### src/design/frame_change_classifier_unit_macros.svh
// Assertion macros shared by the frame change classifier.
`ifndef FRAME_CHANGE_CLASSIFIER_UNIT_MACROS_SVH
`define FRAME_CHANGE_CLASSIFIER_UNIT_MACROS_SVH

// The consequent must hold in the same cycle as the antecedent.
`define FCC_ASSERT_SAME(name, clk, rst, ante, cons, msg) \
   name: assert property (@(posedge clk) disable iff (rst) (ante) |-> (cons)) else $error(msg);

// The consequent must hold in the cycle after the antecedent.
`define FCC_ASSERT_NEXT(name, clk, rst, ante, cons, msg) \
   name: assert property (@(posedge clk) disable iff (rst) (ante) |=> (cons)) else $error(msg);

`endif

### src/design/fcc_pkg.sv
// Package with the types, constants and codes of the frame change classifier.
`default_nettype none

package fcc_pkg;

   // Raster geometry.
   localparam int MAX_DIM  = 8192;
   localparam int DIM_W    = $clog2(MAX_DIM);
   localparam int FW_W     = DIM_W + 1;
   localparam int STRIDE_W = 5;
   localparam int STEP_W   = $clog2(DIM_W);

   // Field widths.
   localparam int CH_W     = 8;
   localparam int LUMA_W   = 24;
   localparam int CNT_W    = 27;
   localparam int SUM_W    = 34;
   localparam int PPM_W    = 20;
   localparam int MEAN_W   = 8;
   localparam int MUL_W    = CNT_W + PPM_W;
   localparam int MMUL_W   = CNT_W + MEAN_W;

   localparam logic [CNT_W-1:0] CNT_MAX = {CNT_W{1'b1}};
   localparam logic [SUM_W-1:0] SUM_MAX = {SUM_W{1'b1}};
   localparam logic [PPM_W-1:0] PPM_ONE = 20'd1000000;

   // Rec.709 luma weights, unsigned Q0.16, summing to one.
   localparam logic [15:0] LUMA_KR = 16'd13933;
   localparam logic [15:0] LUMA_KG = 16'd46871;
   localparam logic [15:0] LUMA_KB = 16'd4732;

   // Configuration register indexes.
   localparam int CSR_IDX_W  = 3;
   localparam int CSR_DATA_W = 20;
   localparam logic [CSR_IDX_W-1:0] CSR_FRAME_WIDTH      = 3'd0;
   localparam logic [CSR_IDX_W-1:0] CSR_SAMPLE_STRIDE    = 3'd1;
   localparam logic [CSR_IDX_W-1:0] CSR_CHANGE_THRESHOLD = 3'd2;
   localparam logic [CSR_IDX_W-1:0] CSR_DUPLICATE_PPM    = 3'd3;
   localparam logic [CSR_IDX_W-1:0] CSR_CUT_PPM          = 3'd4;
   localparam logic [CSR_IDX_W-1:0] CSR_CUT_MEAN_DIFF    = 3'd5;

   typedef enum logic [1:0] {
      VERDICT_UPDATE    = 2'd0,
      VERDICT_DUPLICATE = 2'd1,
      VERDICT_CUT       = 2'd2
   } verdict_type;

   // One accepted pixel pair with its grid flag.
   typedef struct packed {
      logic [CH_W-1:0] cur_red;
      logic [CH_W-1:0] cur_green;
      logic [CH_W-1:0] cur_blue;
      logic [CH_W-1:0] ref_red;
      logic [CH_W-1:0] ref_green;
      logic [CH_W-1:0] ref_blue;
      logic            have_reference;
      logic            last_pixel;
      logic            sample;
   } pix_type;

   // Rounded luma difference of one pixel pair.
   typedef struct packed {
      logic [CH_W-1:0] diff;
      logic            have_reference;
      logic            last_pixel;
      logic            sample;
   } diff_type;

   // Frame totals handed to the verdict stages.
   typedef struct packed {
      logic [CNT_W-1:0] changed;
      logic [SUM_W-1:0] sum;
      logic [CNT_W-1:0] count;
   } tot_type;

   // Verdict thresholds.
   typedef struct packed {
      logic [PPM_W-1:0]  duplicate_ppm;
      logic [PPM_W-1:0]  cut_ppm;
      logic [MEAN_W-1:0] cut_mean_diff;
   } limit_type;

   // One result item.
   typedef struct packed {
      logic [CNT_W-1:0] sample_count;
      logic [SUM_W-1:0] diff_sum;
      logic [CNT_W-1:0] changed_count;
      verdict_type      verdict;
   } result_type;

endpackage

`default_nettype wire

### src/design/fcc_luma_diff.sv
// Input register and luma difference stages of the frame change classifier.
`default_nettype none

module fcc_luma_diff (
   input  logic               clock,
   input  logic               reset,
   input  logic               in_valid,
   output logic               in_ready,
   input  fcc_pkg::pix_type   in_data,
   output logic               out_valid,
   input  logic               out_ready,
   output fcc_pkg::diff_type  out_data
);
   import fcc_pkg::*;

   typedef struct packed {
      logic [LUMA_W-1:0] luma_cur;
      logic [LUMA_W-1:0] luma_ref;
      logic              have_reference;
      logic              last_pixel;
      logic              sample;
   } luma_type;

   // Weighted sum of one RGB triple, in 1/65536 of an 8-bit step.
   function automatic logic [LUMA_W-1:0] luma(input logic [CH_W-1:0] r,
                                              input logic [CH_W-1:0] g,
                                              input logic [CH_W-1:0] b);
      begin
         luma = LUMA_W'(LUMA_KR) * LUMA_W'(r) + LUMA_W'(LUMA_KG) * LUMA_W'(g)
              + LUMA_W'(LUMA_KB) * LUMA_W'(b);
      end
   endfunction

   logic     s1_valid_ff, s1_valid_in;
   pix_type  s1_ff, s1_in;
   logic     s2_valid_ff, s2_valid_in;
   luma_type s2_ff, s2_in;
   logic     s3_valid_ff, s3_valid_in;
   diff_type s3_ff, s3_in;

   logic              s2_ready;
   logic              s3_ready;
   logic [LUMA_W-1:0] abs_diff;
   logic [LUMA_W:0]   rounded;

   // Each stage moves on when the next one is empty or moving too.
   assign s3_ready = !s3_valid_ff || out_ready;
   assign s2_ready = !s2_valid_ff || s3_ready;
   assign in_ready = !s1_valid_ff || s2_ready;

   // Absolute difference, rounded half up to a whole 8-bit step.
   assign abs_diff = (s2_ff.luma_cur >= s2_ff.luma_ref) ? (s2_ff.luma_cur - s2_ff.luma_ref)
                                                        : (s2_ff.luma_ref - s2_ff.luma_cur);
   assign rounded  = {1'b0, abs_diff} + (LUMA_W + 1)'(32768);

   always_comb begin
      s1_valid_in = s1_valid_ff;
      s1_in       = s1_ff;
      if (in_ready) begin
         s1_valid_in = in_valid;
         s1_in       = in_data;
      end

      s2_valid_in = s2_valid_ff;
      s2_in       = s2_ff;
      if (s2_ready) begin
         s2_valid_in          = s1_valid_ff;
         s2_in.luma_cur       = luma(s1_ff.cur_red, s1_ff.cur_green, s1_ff.cur_blue);
         s2_in.luma_ref       = luma(s1_ff.ref_red, s1_ff.ref_green, s1_ff.ref_blue);
         s2_in.have_reference = s1_ff.have_reference;
         s2_in.last_pixel     = s1_ff.last_pixel;
         s2_in.sample         = s1_ff.sample;
      end

      s3_valid_in = s3_valid_ff;
      s3_in       = s3_ff;
      if (s3_ready) begin
         s3_valid_in          = s2_valid_ff;
         s3_in.diff           = rounded[LUMA_W-1:16];
         s3_in.have_reference = s2_ff.have_reference;
         s3_in.last_pixel     = s2_ff.last_pixel;
         s3_in.sample         = s2_ff.sample;
      end
   end

   always_ff @(posedge clock) begin
      if (reset) begin
         s1_valid_ff <= 1'b0;
         s2_valid_ff <= 1'b0;
         s3_valid_ff <= 1'b0;
      end else begin
         s1_valid_ff <= s1_valid_in;
         s2_valid_ff <= s2_valid_in;
         s3_valid_ff <= s3_valid_in;
      end
      s1_ff <= s1_in;
      s2_ff <= s2_in;
      s3_ff <= s3_in;
   end

   assign out_valid = s3_valid_ff;
   assign out_data  = s3_ff;

endmodule

`default_nettype wire

### config.mk
export PLATFORM = sky130hd
export DESIGN_NAME = fcc_luma_diff
export DESIGN_NICKNAME = d
export VERILOG_FILES = /design/src/design/frame_change_classifier_unit_macros.svh /design/src/design/fcc_pkg.sv /design/src/design/fcc_luma_diff.sv
export SDC_FILE = /design/constraint.sdc
export NUM_CORES = 1
export LEC_CHECK = 0
export ABC_AREA = 0
export ABC_CLOCK_PERIOD_IN_PS = 10100
export BUFFER_PORTS_ARGS = -buffer_cell sky130_fd_sc_hd__buf_4
export CORE_MARGIN = 5
export CORE_UTILIZATION = 50
export CTS_CLUSTER_DIAMETER = 150
export DETAILED_ROUTE_END_ITERATION = 16
export PLACE_DENSITY = 0.64
export SETUP_SLACK_MARGIN = 0.15
export SLEW_MARGIN = 20
export SYNTH_ARGS = -nofsm -noshare
export SYNTH_HDL_FRONTEND = slang
export SYNTH_SLANG_ARGS = --single-unit
### constraint.sdc
create_clock -name clock -period 10.1 [get_ports clock]
set_input_delay 2.02 -clock clock [delete_from_list [all_inputs] [get_ports clock]]
set_output_delay 2.02 -clock clock [all_outputs]
set_load 0.05 [all_outputs]
==> out/results.ini, run 1 <==
[worst_setup_path]
slowest_stage=edfxtp_1
r2r_cells=30
critPathMaxStageDelay_ps=600
crit_type=reg -> reg
crit_fanout=6
end_kind=flip-flop
worstSetupStartpoint=s1_ff[3]$_DFFE_PP_
cp.required_ps=10280
crit_top_cell=fa_1
r2r-start=s1_ff[3]$_DFFE_PP_
r2r-end=s2_ff[26]$_DFFE_PP_
r2r_slack_ps=1690
crit_path_start_kind=flip-flop
arrival_ps=8600

[synthesis]
yosys_warnings=0
ys_seq_area_share_pct=18.8
syn_area_per_cell_um2=10.5
synthCells=1740
synth.distinct_cells=70
synth_edf_count=113
async_flop_share_pct=0
synth_area_um2=18300
synth_ff_type=edfxtp_1
synth_fp_nets=2405
ys_ff_latch=116

[worst_hold_path]
min_path_type=reg -> reg
whs_endpoint=out_data[0]$_DFFE_PP_
hold-path-cell-count=0
min_from=s2_ff[0]$_DFFE_PP_

[timing]
clock_skew_ps=15.2
fin_crit_ps=8410
setup_tns_ps=0
min_period_over_period_pct=83.3
finalHoldViolations=0
worstMarginPinSlew_ps=1040
fmax_mhz=119
drv_slew=0
setup_viol=0
max_slew_margin_pct=30.4
rsz0062_at_grt=false

[global_routing]
overflow=0
grt_pass1_wl_um=65000
grt_pass1_vias=12500
grtUsageTotal_pct=20.4
grt_max_degree=53
grt_antenna_before_repair=1

[routing]
vias=11700
route.detailed.drc=0
ant_nets=0
routedWlPerCell_um=17.2
drtIter0Drc=507
vias_per_cell=5.07
wirelength_um=39500
dr.pass1.iters=5

[clock_network]
htreeDepth=4
cts.sinks=116
hold_buffers=0
cts.path.max_buffers=2
cts_root_buf=clkbuf_16
numCtsBuffers=17
cts_tree=built
clkTransAtPathRegs_ps=60
clock_latency_ps=440
post_cts_resized=0
postCtsSetupBuffers=0

[die]
initial_utilization_pct=50.3
die-area_um2=40600
die_w_um=201
die_y_um=201
core_area_um2=36400
rows=70
ios=68

[final_layout]
multi_input_area_um2=12900
final_common_cell=inv_1
drive_above_1_share_pct=7.04
register_area_um2=3450
num-fill-cells=3251
fin_nets=2484
layout_common_cells=inv_1, ha_1, fa_1, edfxtp_1, a21oi_1
area_growth_pct=8.80
stdcell_area_um2=19900

[placed_design]
hpwl_um=34400
placed_cell_area_um2=19400
gp_congestion=0.963
io_buffers=67

[job]
max_cap_viol_count=0

[outcome]
status=complete, no violations

[flip-flops by register name, indices dropped and copies added, names as in the netlist]
signal / cells
s1_ff: 51
s2_ff: 51
out_data: 11
out_valid: 1
s1_valid_ff: 1
s2_valid_ff: 1
[per-stage QoR]
step / utilization (%) / worst slack, ps / hold WS (ps) / instances
final: 54.7 / 1690 / 425 / 2301
after detailed placement: 53.1 / 1730 / 408 / 2268
after global placement: 53.1 / 1800 / 406 / 2268
after global routing: 54.7 / 1090 / 429 / 2300
after CTS: 54.7 / 1700 / 427 / 2300
after floorplan: - / 2240 / 400 / 1740
[worst max path at each step]
stage / slack [ps] / cells past startpoint / end
after floorplan: 2240 / 31 / s2_ff[26]$_DFFE_PP_
after global placement: 1800 / 30 / s2_ff[26]$_DFFE_PP_
after detailed placement: 1730 / 30 / s2_ff[26]$_DFFE_PP_
after CTS: 1700 / 30 / s2_ff[26]$_DFFE_PP_
after global routing: 1090 / 31 / s2_ff[26]$_DFFE_PP_
final: 1690 / 30 / s2_ff[26]$_DFFE_PP_
[Yosys cell counts, types with 3 or more instances]
master | instances | area [um2]
edfxtp_1 | 113 | 3390
buf_2 | 5 | 25.0
nand2_2 | 4 | 25.0
o211ai_1 | 3 | 22.5
buf_6 | 3 | 33.8
xnor2_1 | 64 | 561
nand3_1 | 17 | 85.1
a211oi_1 | 4 | 30.0
dfxtp_1 | 3 | 60.1
o21ai_0 | 37 | 185
mux2i_1 | 5 | 50.1
a41o_1 | 3 | 30.0
o22ai_1 | 3 | 18.8
or3_1 | 5 | 31.3
fa_1 | 275 | 5510
xor2_1 | 21 | 184
nor2_1 | 51 | 191
nand2_1 | 42 | 158
a31o_2 | 4 | 35.0
a21oi_1 | 74 | 370
o21a_1 | 17 | 128
and3_1 | 8 | 50.1
a31oi_1 | 4 | 25.0
nand4_1 | 4 | 25.0
nor2b_1 | 13 | 81.3
nand2b_1 | 6 | 37.5
o21ai_1 | 3 | 15.0
o21bai_1 | 16 | 120
nor3_1 | 11 | 55.1
a21o_1 | 23 | 173
inv_1 | 503 | 1890
o41ai_1 | 3 | 26.3
and2_1 | 5 | 31.3
or2_2 | 5 | 31.3
and4_1 | 3 | 26.3
ha_1 | 335 | 4190
[logic make-up after synthesis]
group	after synthesis	synth area share, %
xor+xnor	85	4.06
compound gates	225	8.06
fa+ha+maj	610	52.9
mux	6	0.348
buf+inv	511	10.6
flops	116	18.8
simple gates	187	5.15
[critical path, delay by kind of cell, from the launching register on]
kind / cells / cell delay (ps)
AOI/OAI and AO/OA: 10 / 2240
xor gates and xnor gates: 2 / 240
adders and majority gates: 9 / 3830
buffers and inverters: 4 / 180
DFF: 1 / 600
and+or+nand+nor: 5 / 1060
[per-layer routing]
metal	track usage [%]	routed length [um]
met1	28.3	18400
met2	32.9	18300
met3	4.66	2080
met4	4.74	724
met5	0	0
[layout make-up]
type,count,area share [%]
Antenna cell,1,0.0126
Clock buffer,17,2.13
Clock inverter,15,0.728
Inverter,503,9.47
Multi-Input combinational cell,1113,64.8
Sequential cell,116,17.3
Tap cell,468,2.94
Timing Repair Buffer,68,2.56
Power of run 1 is not shown: default switching activity piles up to over one toggle a cycle in this logic, so the estimate is an artifact.
==> run 2: changes to the inputs <==
--- a/config.mk
+++ b/config.mk
@@ -6,13 +6,13 @@
 export NUM_CORES = 1
 export LEC_CHECK = 0
 export ABC_AREA = 0
-export ABC_CLOCK_PERIOD_IN_PS = 10100
+export ABC_CLOCK_PERIOD_IN_PS = 7160
 export BUFFER_PORTS_ARGS = -buffer_cell sky130_fd_sc_hd__buf_4
 export CORE_MARGIN = 5
 export CORE_UTILIZATION = 50
 export CTS_CLUSTER_DIAMETER = 150
 export DETAILED_ROUTE_END_ITERATION = 16
-export PLACE_DENSITY = 0.64
+export PLACE_DENSITY = 0.66
 export SETUP_SLACK_MARGIN = 0.15
 export SLEW_MARGIN = 20
 export SYNTH_ARGS = -nofsm -noshare
==> constraint.sdc (replaced) <==
create_clock -name clock -period 7.16 [get_ports clock]
set_input_delay 1.432 -clock clock [delete_from_list [all_inputs] [get_ports clock]]
set_output_delay 1.432 -clock clock [all_outputs]
set_load 0.05 [all_outputs]
==> out/results.ini, run 2 (synthesis results as in run 1) <==
[die]
rows=70
core_area_um2=36400
die_y_um=201
ios=68
die_w_um=201
initial_utilization_pct=50.3
die-area_um2=40600

[worst_setup_path]
cp.depth=31
r2r_slack_ps=-270
r2r-start=s1_ff[5]$_DFFE_PP_
cp.required_ps=7350
slowest_stage=fa_1
worstSetupStartpoint=s1_ff[5]$_DFFE_PP_
critPathMaxStageDelay_ps=550
end_kind=flip-flop
crit_path_start_kind=flip-flop
crit_fanout=3
cp_num_buf_inv=6
r2r-end=s2_ff[26]$_DFFE_PP_
r2r_cells=31
crit_type=reg -> reg
path_delay_family=adder cells
arrival_ps=7620
crit_top_cell=fa_1

[timing]
drv_slew=0
finalHoldViolations=0
fin_crit_ps=7430
setup_viol=10
clock_skew_ps=15.7
rsz0062_at_grt=true
worstMarginPinSlew_ps=1030
min_period_over_period_pct=104
max_slew_margin_pct=31.1
fmax_mhz=135
worst_slack_ps=-267

[clock_network]
numCtsBuffers=17
htreeDepth=4
hold_buffers=0
cts.path.max_buffers=2
cts_root_buf=clkbuf_16
clock_latency_ps=450
cts.sinks=116
clkTransAtPathRegs_ps=60
cts_tree=built

[global_routing]
grtUsageTotal_pct=20.8
overflow=0
grt_max_degree=53
grt_pass1_wl_um=67000
grt_pass1_vias=13400
grt_antenna_before_repair=0

[routing]
drtIter0Drc=455
vias=12200
ant_nets=0
vias_per_cell=5.04
routedWlPerCell_um=16.7
wirelength_um=40500
route.detailed.drc=0
dr.pass1.iters=5

[final_layout]
fin_nets=2607
area_growth_pct=17.6
stdcell_area_um2=21600
n_antenna_cell=0
final_common_cell=inv_1
num-fill-cells=3033
layout_common_cells=inv_1, ha_1, fa_1, buf_4, edfxtp_1
layout.cells.non_filler=2423
drive_above_1_share_pct=18.4

[placed_design]
hpwl_um=34600
io_buffers=67
dp.cells=2370
gp_congestion=0.919
placed_cell_area_um2=20400
dpl_worst_slack_ps=-353

[outcome]
failed_checks=setup timing
status=finished with violations

[worst_hold_path]
whs_endpoint=out_data[1]$_DFFE_PP_
min_path_type=reg -> reg
hold-path-cell-count=0
min_from=s2_ff[1]$_DFFE_PP_

[job]
max_cap_viol_count=0

==> run 2: cell count changes in the layout (fill, tap and decap cells not counted), sizes merged <==
cell / delta
bufinv: +1
inv: -2
clkbuf: +1
buf: +123
diode: -1
clkinv: -1
clkinvlp: +1
==> run 2: metrics by stage <==
stage	hold slack (ps)	TNS, ps	utilization, %
after detailed placement	408	-2550	55.9
final	419	-1360	59.2
after CTS	421	-1150	58.3
after global routing	437	-4950	59.2
after global placement	406	-986	55.9
after floorplan	400	-40.4	-
==> run 2: what timing repair did <==
action                                  4_1_cts  5_1_grt
pin swaps                                    20       42
endpoints found under the hold margin         0        0
buffers inserted                             11       10
endpoints found under the setup margin       13       19
resized for setup                            45       49
==> run 2: layer usage <==
metal	track usage, %	share of wire, %	up-vias
met5	0	0	-
met4	5.44	1.9	0
met1	27.3	44	6022
met2	35.7	49	206
li1	-	-	5933
met3	4.11	4.8	47
==> run 2: cell type report <==
type                    instances  area (um2)  area share [%]
multi-input cells            1113       13600            63.0
clock inverters                14         154           0.714
flip-flops and latches        116        3450            16.0
inverters                     503        1890            8.76
clock buffers                  18         429            1.99
repair buffers                191        1470            6.81
well taps                     468         586            2.72
==> run 2: how the worst max path moves through the flow <==
stage,endpoint,slack [ps]
final,s2_ff[26]$_DFFE_PP_,-270
after detailed placement,s2_ff[26]$_DFFE_PP_,-350
after global routing,s2_ff[26]$_DFFE_PP_,-510
after global placement,s2_ff[50]$_DFFE_PP_,-200
after floorplan,s2_ff[26]$_DFFE_PP_,-40
after CTS,s2_ff[26]$_DFFE_PP_,-200
Power of run 2 is left out for the same reason.
==> run 3: changes to the inputs <==
--- a/config.mk
+++ b/config.mk
@@ -9,10 +9,10 @@
 export ABC_CLOCK_PERIOD_IN_PS = 7160
 export BUFFER_PORTS_ARGS = -buffer_cell sky130_fd_sc_hd__buf_4
 export CORE_MARGIN = 5
-export CORE_UTILIZATION = 50
+export CORE_UTILIZATION = 40
 export CTS_CLUSTER_DIAMETER = 150
 export DETAILED_ROUTE_END_ITERATION = 16
-export PLACE_DENSITY = 0.66
+export PLACE_DENSITY = 0.55
 export SETUP_SLACK_MARGIN = 0.15
 export SLEW_MARGIN = 20
 export SYNTH_ARGS = -nofsm -noshare
==> out/results.ini, run 3 (synthesis results as in run 1) <==
[outcome]
failed_checks=setup timing
status=finished with violations

[final_layout]
n_antenna_cell=0
fin_nets=2623
final_common_cell=inv_1
layout_common_cells=inv_1, ha_1, fa_1, buf_4, edfxtp_1
num-fill-cells=4189
register_area_um2=3450
utilization_pct=48.3
multi_input_area_um2=13700
area_growth_pct=19.7
drive_above_1_share_pct=19.7

[timing]
setup_viol=11
min_period_over_period_pct=103
worstMarginPinSlew_ps=1070
fin_crit_ps=7380
clock_skew_ps=12.3
max_slew_margin_pct=28.9
fmax_mhz=136
timing.hold.ws_ps=421
drv_slew=0
worst_slack_ps=-220
rsz0062_at_grt=true
finalHoldViolations=0

[worst_setup_path]
slowest_stage=fa_1
path_delay_family=adder cells
critPathMaxStageDelay_ps=610
crit_type=reg -> reg
arrival_ps=7600
end_kind=flip-flop
cp.required_ps=7380
cp_num_buf_inv=4
crit_path_start_kind=flip-flop
crit_fanout=5
crit_top_cell=fa_1

[routing]
drtIter0Drc=443
wirelength_um=41800
ant_nets=0
vias_per_cell=4.70
vias=12100
routedWlPerCell_um=16.2
dr.pass1.iters=4
route.detailed.drc=0

[placed_design]
io_buffers=67
hpwl_um=36200
gp_congestion=0.913
dpl_worst_slack_ps=-449

[clock_network]
cts_root_buf=clkbuf_16
hold_buffers=0
cts.sinks=116
numCtsBuffers=17
cts.path.max_buffers=2
clock_latency_ps=480
htreeDepth=4
cts_tree=built
clkTransAtPathRegs_ps=60

[global_routing]
grt_pass1_vias=13200
grt_pass1_wl_um=69100
grtUsageTotal_pct=17.7
grt_antenna_before_repair=0
grt_max_degree=52
overflow=0

[die]
die_w_um=224
die-area_um2=50200
initial_utilization_pct=40.4
ios=68
core_area_um2=45400
rows=78
die_y_um=224

[job]
max_cap_viol_count=0

[worst_hold_path]
min_path_type=reg -> reg

## run 3: changes by cell type in the layout (fill, tap and decap cells not counted), sizes merged
| cell | previous run | this run |
|---|---|---|
| buf | 191 | 207 |
| inv | 507 | 510 |
| clkinv | 5 | 6 |
| clkinvlp | 3 | 0 |
| bufinv | 2 | 1 |
## run 3: layout make-up
type	instances	share of cell area, %
clock inverter	14	0.651
sequential	116	15.7
timing repair buffer	207	7.24
inverter	503	8.61
multi-input combinational	1113	62.3
tap	600	3.42
clock buffer	18	2.00
## run 3: repair_timing
item,4_1_cts,5_1_grt
gates resized for setup,48,60
setup buffers,17,8
pin swaps,44,49
setup endpoints to repair,17,22
## run 3: routing by layer
layer / GRT usage, % / wire length [um] / vias up
met1: 23.5 / 19300 / 5918
met2: 29.5 / 20200 / 143
met5: 0 / 0 / -
met4: 4.68 / 656 / 0
li1: - / - / 5979
met3: 4.01 / 1650 / 33
## run 3: worst paths after layout
check	startpoint	endpoint	slack (ps)	cells past startpoint
setup / recovery	s1_ff[32]$_DFFE_PP_	s2_ff[50]$_DFFE_PP_	-220	29
hold reg to reg	s1_ff[2]$_DFFE_PP_	s2_ff[2]$_DFFE_PP_	420	0
hold / removal	s1_ff[2]$_DFFE_PP_	s2_ff[2]$_DFFE_PP_	420	0
setup reg to reg	s1_ff[32]$_DFFE_PP_	s2_ff[50]$_DFFE_PP_	-220	29
## run 3: stage by stage
stage	setup TNS [ps]	area [um2]	cells
final	-1400	21900	2571
after global routing	-5990	21900	2571
after CTS	-1680	21500	2563
after detailed placement	-3320	20600	2514
after global placement	-1690	20600	2514
after floorplan	-40.4	18600	1740
## run 3: worst reg2reg max path, delay by kind of cell (launching register included)
kind            cells  cell delay [ps]
xor+xnor            2              190
buf+inv             4              270
fa+ha+maj          10             4460
compound gates      6              980
flops               1              360
simple gates        7              860
Power of run 3 is left out for the same reason.
